--- src/hw/rtl/filtered_descending_insertion_sort_top_assert.svh ---
// Assertion macros shared by the filtered descending insertion sort RTL.
// Depends on nothing; define ASSERT_OFF to compile the checks away.
`ifndef FILTERED_DESCENDING_INSERTION_SORT_TOP_ASSERT_SVH
`define FILTERED_DESCENDING_INSERTION_SORT_TOP_ASSERT_SVH
`ifndef ASSERT_OFF
// Property holds at every clock edge outside reset
`define FDIS_ASSERT_ALWAYS(lbl, clk, rst, prop, msg) \
   lbl: assert property (@(posedge clk) disable iff (rst) (prop)) else $error(msg);
// Same-cycle implication
`define FDIS_ASSERT_IMPLIES(lbl, clk, rst, ante, cons, msg) \
   lbl: assert property (@(posedge clk) disable iff (rst) (ante) |-> (cons)) else $error(msg);
// Next-cycle implication
`define FDIS_ASSERT_NEXT(lbl, clk, rst, ante, cons, msg) \
   lbl: assert property (@(posedge clk) disable iff (rst) (ante) |=> (cons)) else $error(msg);
`else
`define FDIS_ASSERT_ALWAYS(lbl, clk, rst, prop, msg)
`define FDIS_ASSERT_IMPLIES(lbl, clk, rst, ante, cons, msg)
`define FDIS_ASSERT_NEXT(lbl, clk, rst, ante, cons, msg)
`endif
`endif

--- src/hw/rtl/fdis_pkg.sv ---
// Types and constants of the filtered descending insertion sort.
// Used by fdis_ctrl and the top level; depends on nothing.
package fdis_pkg;

   localparam int CAPACITY_DEFAULT = 32;
   localparam int ID_W             = 31;
   localparam int GROUP_W          = 16;
   localparam int SCORE_W          = 16;

   localparam logic STATUS_SORTED = 1'b0;
   localparam logic STATUS_EMPTY  = 1'b1;

   typedef struct packed {
      logic [ID_W-1:0]    record_id;
      logic [GROUP_W-1:0] group_code;
      logic [SCORE_W-1:0] score;
      logic               final_record;
   } req_type;

   typedef struct packed {
      logic [ID_W-1:0]    out_id;
      logic [SCORE_W-1:0] out_score;
      logic               status;
      logic               overflowed;
      logic               last_result;
   } rsp_type;

   // One stored entry
   typedef struct packed {
      logic [ID_W-1:0]    id;
      logic [SCORE_W-1:0] score;
   } entry_type;

   localparam int ENTRY_W = $bits(entry_type);

   // Result handed from the sequencer to the output register
   typedef struct packed {
      logic    valid;
      rsp_type rsp;
   } evt_type;

   typedef enum logic [2:0] {
      ST_IDLE,
      ST_SHIFT,
      ST_PLACE,
      ST_EMIT,
      ST_FLUSH
   } state_type;

endpackage

--- src/hw/rtl/fdis_ram.sv ---
// Generic single-write, single-read RAM with registered read data.
// Depends on nothing.
module fdis_ram #(
   parameter int WIDTH = 8,
   parameter int DEPTH = 32
) (
   input  logic                     clock,
   input  logic                     wr_en,
   input  logic [$clog2(DEPTH)-1:0] wr_addr,
   input  logic [WIDTH-1:0]         wr_data,
   input  logic [$clog2(DEPTH)-1:0] rd_addr,
   output logic [WIDTH-1:0]         rd_data
);

   logic [WIDTH-1:0] mem_ff [DEPTH];
   logic [WIDTH-1:0] rd_data_ff;

   always_ff @(posedge clock) begin
      if (wr_en) begin
         mem_ff[wr_addr] <= wr_data;
      end
      rd_data_ff <= mem_ff[rd_addr];
   end

   assign rd_data = rd_data_ff;

endmodule

--- src/hw/rtl/fdis_ctrl.sv ---
// Sequencer of the sort: filters items, shifts entries in the store RAM and drains it.
// Depends on fdis_pkg, fdis_ram and the assertion macro header.
`include "filtered_descending_insertion_sort_top_assert.svh"
module fdis_ctrl import fdis_pkg::*; #(
   parameter int CAPACITY = CAPACITY_DEFAULT
) (
   input  logic               clock,
   input  logic               reset,
   input  logic               start,
   input  req_type            req_item,
   input  logic [GROUP_W-1:0] wanted_group,
   output logic               busy,
   output evt_type            evt
);

   localparam int AW = $clog2(CAPACITY);
   localparam int CW = $clog2(CAPACITY + 1);

   state_type       state_ff, state_in;
   logic [CW-1:0]   count_ff, count_in;
   logic            drop_ff, drop_in;
   entry_type       new_ff, new_in;
   logic            fin_ff, fin_in;
   logic [AW-1:0]   idx_ff, idx_in;
   logic [AW-1:0]   ptr_ff, ptr_in;
   logic            pend_valid_ff, pend_valid_in;
   logic            pend_last_ff, pend_last_in;

   logic               wr_en;
   logic [AW-1:0]      wr_addr;
   entry_type          wr_data;
   logic [AW-1:0]      rd_addr;
   logic [ENTRY_W-1:0] rd_raw;
   entry_type          rd_entry;
   entry_type          req_entry;
   logic               full;
   logic [AW-1:0]      tail;

   // Store of sorted entries
   fdis_ram #(
      .WIDTH (ENTRY_W),
      .DEPTH (CAPACITY)
   ) u_store (
      .clock   (clock),
      .wr_en   (wr_en),
      .wr_addr (wr_addr),
      .wr_data (wr_data),
      .rd_addr (rd_addr),
      .rd_data (rd_raw)
   );

   assign rd_entry  = entry_type'(rd_raw);
   assign req_entry = '{id: req_item.record_id, score: req_item.score};
   assign full      = (count_ff == CW'(CAPACITY));
   // index of the last valid entry; only used while count is 1..CAPACITY
   assign tail      = AW'(count_ff - CW'(1));
   assign busy      = (state_ff != ST_IDLE);

   // State and control registers
   always_ff @(posedge clock) begin
      if (reset) begin
         state_ff      <= ST_IDLE;
         count_ff      <= '0;
         drop_ff       <= 1'b0;
         fin_ff        <= 1'b0;
         ptr_ff        <= '0;
         pend_valid_ff <= 1'b0;
      end else begin
         state_ff      <= state_in;
         count_ff      <= count_in;
         drop_ff       <= drop_in;
         fin_ff        <= fin_in;
         ptr_ff        <= ptr_in;
         pend_valid_ff <= pend_valid_in;
      end
   end

   // Payload registers
   always_ff @(posedge clock) begin
      new_ff       <= new_in;
      idx_ff       <= idx_in;
      pend_last_ff <= pend_last_in;
   end

   // Next state, RAM access and result
   always_comb begin
      state_in      = state_ff;
      count_in      = count_ff;
      drop_in       = drop_ff;
      new_in        = new_ff;
      fin_in        = fin_ff;
      idx_in        = idx_ff;
      ptr_in        = '0;
      pend_valid_in = 1'b0;
      pend_last_in  = 1'b0;
      wr_en         = 1'b0;
      wr_addr       = '0;
      wr_data       = new_ff;
      rd_addr       = ptr_ff;

      // drained entry whose read was issued last cycle
      evt.valid           = pend_valid_ff;
      evt.rsp.out_id      = rd_entry.id;
      evt.rsp.out_score   = rd_entry.score;
      evt.rsp.status      = STATUS_SORTED;
      evt.rsp.overflowed  = drop_ff;
      evt.rsp.last_result = pend_last_ff;

      unique case (state_ff)
         ST_IDLE: begin
            if (start) begin
               new_in = req_entry;
               fin_in = req_item.final_record;
               state_in = req_item.final_record ? ST_EMIT : ST_IDLE;
               if (req_item.group_code == wanted_group) begin
                  if (full) begin
                     drop_in = 1'b1;
                  end else if (count_ff == '0) begin
                     // empty store: write straight into the head
                     wr_en    = 1'b1;
                     wr_addr  = '0;
                     wr_data  = req_entry;
                     count_in = count_ff + CW'(1);
                  end else begin
                     // walk down from the tail
                     rd_addr  = tail;
                     idx_in   = tail;
                     state_in = ST_SHIFT;
                  end
               end
            end
         end
         ST_SHIFT: begin
            wr_en   = 1'b1;
            wr_addr = idx_ff + AW'(1);
            if (rd_entry.score < new_ff.score) begin
               // move the entry one place down, keep walking
               wr_data = rd_entry;
               if (idx_ff == '0) begin
                  state_in = ST_PLACE;
               end else begin
                  rd_addr = idx_ff - AW'(1);
                  idx_in  = idx_ff - AW'(1);
               end
            end else begin
               // equal or higher score stays ahead: new item goes right after
               wr_data  = new_ff;
               count_in = count_ff + CW'(1);
               state_in = fin_ff ? ST_EMIT : ST_IDLE;
            end
         end
         ST_PLACE: begin
            wr_en    = 1'b1;
            wr_addr  = '0;
            wr_data  = new_ff;
            count_in = count_ff + CW'(1);
            state_in = fin_ff ? ST_EMIT : ST_IDLE;
         end
         ST_EMIT: begin
            if (count_ff == '0) begin
               evt.valid           = 1'b1;
               evt.rsp.out_id      = '0;
               evt.rsp.out_score   = '0;
               evt.rsp.status      = STATUS_EMPTY;
               evt.rsp.overflowed  = drop_ff;
               evt.rsp.last_result = 1'b1;
               drop_in  = 1'b0;
               state_in = ST_IDLE;
            end else begin
               rd_addr       = ptr_ff;
               pend_valid_in = 1'b1;
               pend_last_in  = (ptr_ff == tail);
               ptr_in        = ptr_ff + AW'(1);
               if (ptr_ff == tail) begin
                  state_in = ST_FLUSH;
               end
            end
         end
         ST_FLUSH: begin
            // last drained entry goes out now; the run ends
            count_in = '0;
            drop_in  = 1'b0;
            state_in = ST_IDLE;
         end
         default: begin
            state_in = ST_IDLE;
         end
      endcase
   end

   `FDIS_ASSERT_ALWAYS(a_count_bound, clock, reset, count_ff <= CW'(CAPACITY), "count above capacity")
   `FDIS_ASSERT_IMPLIES(a_no_write_drain, clock, reset, state_ff == ST_EMIT || state_ff == ST_FLUSH, !wr_en, "store written while draining")
   `FDIS_ASSERT_IMPLIES(a_shift_room, clock, reset, state_ff == ST_SHIFT, count_ff != '0 && !full, "shift without room")
   `FDIS_ASSERT_NEXT(a_run_ends, clock, reset, evt.valid && evt.rsp.last_result, state_ff == ST_IDLE && count_ff == '0 && !drop_ff, "run not cleared after last result")

endmodule

--- src/hw/rtl/filtered_descending_insertion_sort_top.sv ---
// Top level of the filtered descending insertion sort.
// Depends on fdis_pkg, fdis_ctrl and the assertion macro header.
//
// Records enter on start while busy is low. A record of another group, one
// dropped because the store holds CAPACITY entries, or a matching record that
// finds the store empty is taken without a walk. Any other matching record
// walks the sorted store from its tail, one entry per cycle through the single
// read port of the store RAM, until it finds its place. A record marked final
// then drains the store, one result per cycle, or gives a single empty-status
// result when the store is empty.
// Results appear on rsp_item for one cycle under rsp_strobe, one cycle after
// they are produced, and cannot be held off: the receiver must take every one.
// The store needs no clearing pass after reset; only entries below the count
// are ever read.
`include "filtered_descending_insertion_sort_top_assert.svh"
module filtered_descending_insertion_sort_top import fdis_pkg::*; #(
   parameter int CAPACITY = CAPACITY_DEFAULT
) (
   input  logic               clock,
   input  logic               reset,
   input  logic               start,
   output logic               busy,
   input  req_type            req_item,
   output logic               rsp_strobe,
   output rsp_type            rsp_item,
   input  logic               csr_wr_en,
   input  logic [GROUP_W-1:0] csr_wr_data
);

   logic [GROUP_W-1:0] wanted_group_ff;
   logic               rsp_valid_ff;
   rsp_type            rsp_item_ff;
   evt_type            evt;

   fdis_ctrl #(
      .CAPACITY (CAPACITY)
   ) u_ctrl (
      .clock        (clock),
      .reset        (reset),
      .start        (start),
      .req_item     (req_item),
      .wanted_group (wanted_group_ff),
      .busy         (busy),
      .evt          (evt)
   );

   // Group register
   always_ff @(posedge clock) begin
      if (reset) begin
         wanted_group_ff <= '0;
      end else if (csr_wr_en) begin
         wanted_group_ff <= csr_wr_data;
      end
   end

   // Result register
   always_ff @(posedge clock) begin
      if (reset) begin
         rsp_valid_ff <= 1'b0;
      end else begin
         rsp_valid_ff <= evt.valid;
      end
   end

   always_ff @(posedge clock) begin
      rsp_item_ff <= evt.rsp;
   end

   assign rsp_strobe = rsp_valid_ff;
   assign rsp_item   = rsp_item_ff;

   `FDIS_ASSERT_IMPLIES(a_empty_alone, clock, reset, rsp_strobe && rsp_item.status == STATUS_EMPTY, rsp_item.last_result && rsp_item.out_id == '0 && rsp_item.out_score == '0, "empty result malformed")

endmodule
--- config.mk ---
export PLATFORM = sky130hd
export DESIGN_NAME = filtered_descending_insertion_sort_top
export DESIGN_NICKNAME = d
export VERILOG_FILES = /design/src/hw/rtl/fdis_pkg.sv /design/src/hw/rtl/fdis_ram.sv /design/src/hw/rtl/fdis_ctrl.sv /design/src/hw/rtl/filtered_descending_insertion_sort_top.sv
export VERILOG_INCLUDE_DIRS = /design/src /design/src/hw/rtl
export SDC_FILE = /design/constraint.sdc
export NUM_CORES = 2
export LEC_CHECK = 0
export BUFFER_PORTS_ARGS = -buffer_cell sky130_fd_sc_hd__buf_4
export CORE_MARGIN = 3
export CORE_UTILIZATION = 45
export DETAILED_ROUTE_END_ITERATION = 10
export PLACE_DENSITY = 0.7
export SLEW_MARGIN = 20
export SYNTH_ARGS = -nofsm -noshare
export SYNTH_HDL_FRONTEND = slang
export SYNTH_SLANG_ARGS = --single-unit
--- constraint.sdc ---
create_clock -name clock -period 5.9 [get_ports clock]
set_input_delay 1.18 -clock clock [delete_from_list [all_inputs] [get_ports clock]]
set_output_delay 1.18 -clock clock [all_outputs]
set_load 0.1 [all_outputs]
**Word level (Yosys, flattened, before mapping)**

Memory sizes are Yosys's and may differ from the RTL's. A register that Yosys moved wholly into a read port is not among the register bits.
Cells that the tools add are included.

- Add/subtract/negate cells: 5
- Magnitude comparators: 1
- Equal/unequal tests: 19
- Multiplexer cells: 53
- Bitwise operators: 1
- Reductions and logical operators: 16

Operator list:

| operator | count |
|---|---|
| $mux 47 | 5 |
| $mux 51 | 2 |
| $pmux 47 s2 | 1 |
| $mux 5 | 13 |
| $mux 6 | 5 |
| $mux 3 | 8 |
| $pmux 6 s4 | 1 |
| $pmux 5 s2 | 2 |
| $eq 16x16->1 | 1 |
| $lt 16x16->1 | 1 |
| $pmux 3 s4 | 1 |
| $mux 1 | 11 |
| $add 5x1->5 const B | 2 |
| $ne 2x1->1 const B | 5 |
| $ne 2x2->1 const B | 5 |
| $sub 5x1->5 const B | 2 |
| $reduce_and 7->1 | 1 |
| $add 6x1->6 const B | 1 |
| $eq 3x2->1 const B | 2 |
| $eq 6x6->1 const B | 1 |
| $logic_not 6->1 | 1 |
| $reduce_and 6->1 | 1 |
| $reduce_bool 3->1 | 2 |
| $reduce_or 2->1 | 3 |
| 17 further kinds | 18 |

- Register bits after elaboration: 137
- Memory bits (writable): 1504
- Output and inout bits: 52
- Memories kept: 1

Memories:

| name | words | width | rd ports | clocked after Yosys merged registers in | wr ports | line | RTL |
|---|---|---|---|---|---|---|---|
| u_ctrl.u_store.mem_ff | 32 | 47 | 1 | 1 | 1 | fdis_ram.sv:15 | `logic [WIDTH-1:0] mem_ff [DEPTH];` |

**Logic depth before layout (Yosys ltp)**

- Depth in word-level cells: 8
- Depth in mapped cells: 15
- Mapped depth without buffers: 13

**Cells and area by module**

A second synthesis with hierarchy kept.

- Cells, all modules: 3886
- Area, all modules: 65806.9 um2

Modules (own cells, without submodules):

| module | times used | cells an instance | area an instance (um2) | seq. area each (um2) |
|---|---|---|---|---|
| fdis_ram | 1 | 3296 | 59469.5 | 46104.2 |
| fdis_ctrl | 1 | 486 | 4728.3 | 1921.8 |
| filtered_descending_insertion_sort_top | 1 | 104 | 1609.0 | 1341.3 |

**Worst setup path before layout**

Ideal clock, no wire load.

- Path kind: input port to flip-flop
- Start point: in req_item[31] in the netlist's numbering
- End point: mem u_ctrl.u_store.mem_ff[0][0] in the netlist's numbering, enable pin
- Setup time: 0.452 ns
- Arrival: 4.392 ns
- Data required time: 5.448 ns
- Setup slack: 1.057 ns
- Stages: 8
- Cell sequence: xor2_1 -> nor4_1 -> nand4_2 -> nor2_1 -> a21oi_1 -> o22ai_1 -> nand2_1 -> nor2_1

- Longest elaborated chain between the ends: 6

RTL lines:

| what | line | RTL |
|---|---|---|
| from (decl) | filtered_descending_insertion_sort_top.sv:23 | `input req_type req_item,` |
| $eq 16x16->1 | fdis_ctrl.sv:115 | `if (req_item.group_code == wanted_group) begin` |
| $mux 1 | fdis_ctrl.sv:115 |  |
| $mux 1 | fdis_ctrl.sv:111 | `if (start) begin` |
| $pmux 1 s2 | fdis_ctrl.sv:109 | `unique case (state_ff)` |
| $mux 1 | fdis_ram.sv:19 | `if (wr_en) begin` |
| $mux 1 (not written as such) | fdis_ram.sv:20 | `mem_ff[wr_addr] <= wr_data;` |
| to (decl) | fdis_ram.sv:15 |  |

No other way between the ends.

**Worst setup path after layout**

- Start point: reg u_ctrl.u_store.rd_data_ff[15] (netlist: u_ctrl.u_store.rd_data[15]), read port of u_ctrl.u_store.mem_ff
- End point: reg u_ctrl.u_store.rd_data_ff[38] (netlist: u_ctrl.u_store.rd_data[38]), read port of u_ctrl.u_store.mem_ff

- Longest elaborated chain between the ends: 3

RTL lines:

| what | line | RTL |
|---|---|---|
| from (decl) | fdis_ram.sv:16 | `logic [WIDTH-1:0] rd_data_ff;` |
| $lt 16x16->1 | fdis_ctrl.sv:136 | `if (rd_entry.score < new_ff.score) begin` |
| $mux 5 | fdis_ctrl.sv:136 |  |
| $pmux 5 s2 | fdis_ctrl.sv:109 |  |

No other way between the ends.
A chain may end at the register's enable or synchronous reset.

==> impl_metrics.toml <==
[logic_synthesis]
syn_area_um2 = 65100
yosys.area.top_type = "edfxtp_1"
synth.most_common_cell = "edfxtp_1"
yosys_warnings = 0
syn-instance-count = 4616
synth_cell_types = 58
ys_top_cells_by_area = "edfxtp_1 (72%), nand2_1 (6.1%), dfxtp_1 (4.1%)"
async_reset_ff_share_pct = 0
yosysSeqAreaShare_pct = 75.9
ys.flop_type = "edfxtp_1"
postSynthAreaPerCell_um2 = 14.1
synth_common_cells = "edfxtp_1 (1556), nand2_1 (1057), a21oi_1 (300), a32oi_1 (282), clkbuf_1 (194)"
synth_top_area_share_pct = 71.8
synth_seq_cells = 1688
synth_edf_count = 1556
synth_nets = 4721

[sta]
fin_crit_sh_pct = 83.8
clock_skew_ns = 0.0381
slew_violations = 0
fin_crit_ns = 4.94
tns_ns = 0
rsz0062_at_grt = "false"
worst_slew_pin_slew_ns = 1.16
whs_ns = 0.376
max_freq_ghz = 0.202
hold_viol_final = 0
finalSetupViolCount = 0
maxSlewHeadroom_pct = 23.0

[placed_design]
dp.cells = 6483
io_buffers = 135
hpwl_um = 93700
gp_congestion = 0.816

[die]
core-area_um2 = 143000
fp.dieH_um = 386
initial_utilization_pct = 45.6
ios = 136
die_x_um = 386
die-area_um2 = 149000
rows = 138

[clock_network]
postCtsSetupBuffers = 0
hold_buffers = 0
cts.clk_slew.worst_paths_ns = 0.06
clock_latency_ns = 0.81
cts_buffers = 168
clock_path_buffers = 3
ctsHtreeMaxLevel = 4
cts.sink_count = 1688
cts_root_buffer = "clkbuf_16"
cts_tree = "done"
post_cts_resized = 0

[power]
finalPower_w = 0.0318
power_density_nw_per_um2 = 424
leakagePower_nw = 25.9
vdd_drop_max_v = 0.000330

[grt]
grt_util_met3_pct = 4.34
grt_pass1_vias = 39500
grt_max_degree = 151
grt_pass1_wl_um = 254000
grtUsageMet2_pct = 36.5
overflow = 0
grtUsageTotal_pct = 22.8
use_met1_pct = 31.4
busiest_layer = "met2"
antenna_found_initial = 0

[flow_run]
drv_cap = 0

[layout]
fin_cells = 6796
n_antenna_cell = 0
layout-drive-gt1-share_pct = 12.7
nets = 4868
area_growth_pct = 15.2

[critical_path]
r2r-start = "u_ctrl.u_store.rd_data[15]"
startpoint = "u_ctrl.u_store.rd_data[15]"
end_kind = "flip-flop"
path_class = "reg2reg"
crit_path_start_kind = "flip-flop"
worstPathMaxFanout = 75
crit_required_ns = 6.57
worstPathArrival_ns = 5.61

[min_path]
hp-start = "u_ctrl.drop_ff"
hp-class = "reg2reg"

[status]
status = "complete, no violations"

[route]
drt_iter0_drc = 5145
wirelength_um = 174000
dr.pass1.iters = 7
num_vias = 41300
ant_nets = 0
viasPerCell = 6.08
drc = 0
wl_per_cell_um = 25.6
==> layer usage <==
metal	routed length, um	part of all wire (%)
met1	69600	40
met2	81800	47
met3	16600	9.5
met4	5850	3.4
met5	0	0
==> kinds of logic (layout without fill, tap and decap cells) <==
| kind of cell | after synthesis | count (layout) | share of synthesized area, % |
|---|---|---|---|
| adder cells (fa/ha/maj) | 21 | 21 | 0.404 |
| flip-flops | 1688 | 1688 | 75.9 |
| multiplexers | 19 | 19 | 0.292 |
| AND/OR/NAND/NOR | 1393 | 1393 | 8.99 |
| AO/OA/AOI/OAI | 1046 | 1046 | 11.3 |
| XOR/XNOR | 38 | 38 | 0.511 |
| buffers and inverters | 411 | 701 | 2.60 |
==> worst paths after layout <==
| path | to | slack, ns | cells past startpoint |
|---|---|---|---|
| setup / recovery | u_ctrl.u_store.rd_data[38] | 0.96 | 14 |
| hold / removal | rsp_item[1] | 0.38 | 0 |
| setup reg to reg | u_ctrl.u_store.rd_data[38] | 0.96 | 14 |
| hold reg to reg | rsp_item[1] | 0.38 | 0 |
==> cell type report <==
cell class | instances | area [um2]
timing repair buffer | 311 | 2990
multi-input combinational | 2517 | 14300
inverter | 77 | 290
tap | 1890 | 2360
clock inverter | 76 | 905
sequential | 1688 | 49400
clock buffer | 237 | 4750
fill | 11400 | 67600
==> metrics by stage <==
| stage | setup slack [ns] | utilization, % | instance area, um2 |
|---|---|---|---|
| after floorplan | 1.06 | - | 65100 |
| after CTS | 0.844 | 52.6 | 75000 |
| after detailed placement | 0.819 | 48.6 | 69300 |
| after global routing | 0.640 | 52.6 | 75000 |
| after global placement | 0.848 | 48.6 | 69300 |
| final | 0.957 | 52.6 | 75000 |
==> registers in the layout (all words and copies together) (netlist names), 3 cells and up <==
register,count
u_ctrl.u_store.rd_data,47
rsp_item,50
wanted_group_ff,16
u_ctrl.state_ff,3
u_ctrl.count_ff,6
u_ctrl.ptr_ff,5
u_ctrl.u_store.mem_ff,1504
u_ctrl.new_ff,47
u_ctrl.idx_ff,5
==> power breakdown <==
| part | total, W | leakage [nW] | internal [W] | switching [W] |
|---|---|---|---|---|
| combinational | 0.00595 | 7.99 | 0.00153 | 0.00442 |
| clock | 0.0109 | 2.74 | 0.00631 | 0.00454 |
| sequential | 0.0150 | 15.1 | 0.0146 | 0.000374 |
| total | 0.0318 | 25.9 | 0.0225 | 0.00933 |
==> placed cells by master (no fill, tap or decap), types with 8 or more instances in the layout <==
| cell | Yosys | layout |
|---|---|---|
| o21ai_0 | 9 | 8 |
| bufinv_16 | 0 | 15 |
| nand3_1 | 11 | 10 |
| buf_12 | 0 | 52 |
| nor2_1 | 87 | 54 |
| nor4_1 | 51 | 51 |
| nor2b_1 | 51 | 51 |
| nand2_1 | 1057 | 1052 |
| xnor2_1 | 13 | 13 |
| clkbuf_8 | 0 | 20 |
| buf_4 | 4 | 259 |
| xor2_1 | 25 | 25 |
| a221oi_1 | 95 | 95 |
| a31oi_1 | 96 | 96 |
| clkbuf_16 | 0 | 172 |
| a222oi_1 | 47 | 47 |
| and2_1 | 98 | 96 |
| a21oi_1 | 300 | 300 |
| mux2i_1 | 19 | 19 |
| a32oi_1 | 282 | 282 |
| dfxtp_1 | 132 | 132 |
| edfxtp_1 | 1556 | 1556 |
| ha_1 | 21 | 21 |
| clkbuf_1 | 194 | 45 |
| inv_1 | 77 | 76 |
| clkinv_1 | 0 | 18 |
| nor2_4 | 0 | 33 |
| o22ai_1 | 189 | 189 |
| clkinvlp_4 | 0 | 8 |
| clkinv_2 | 0 | 23 |
==> worst max-delay path: stages, from the launching register on <==
cell     delay [ns]
dfxtp_1        0.39
ha_1           0.35
nand4_1        0.20
nor2_1         0.53
or4b_1         0.63
and3_4         0.28
a21oi_4        0.21
inv_1          0.19
o21ai_4        0.43
buf_12         0.37
buf_4          0.36
nand2_1        0.09
a32oi_1        0.23
o22ai_1        0.14
nor4_1         0.31
(Power assumes the default switching activity.)
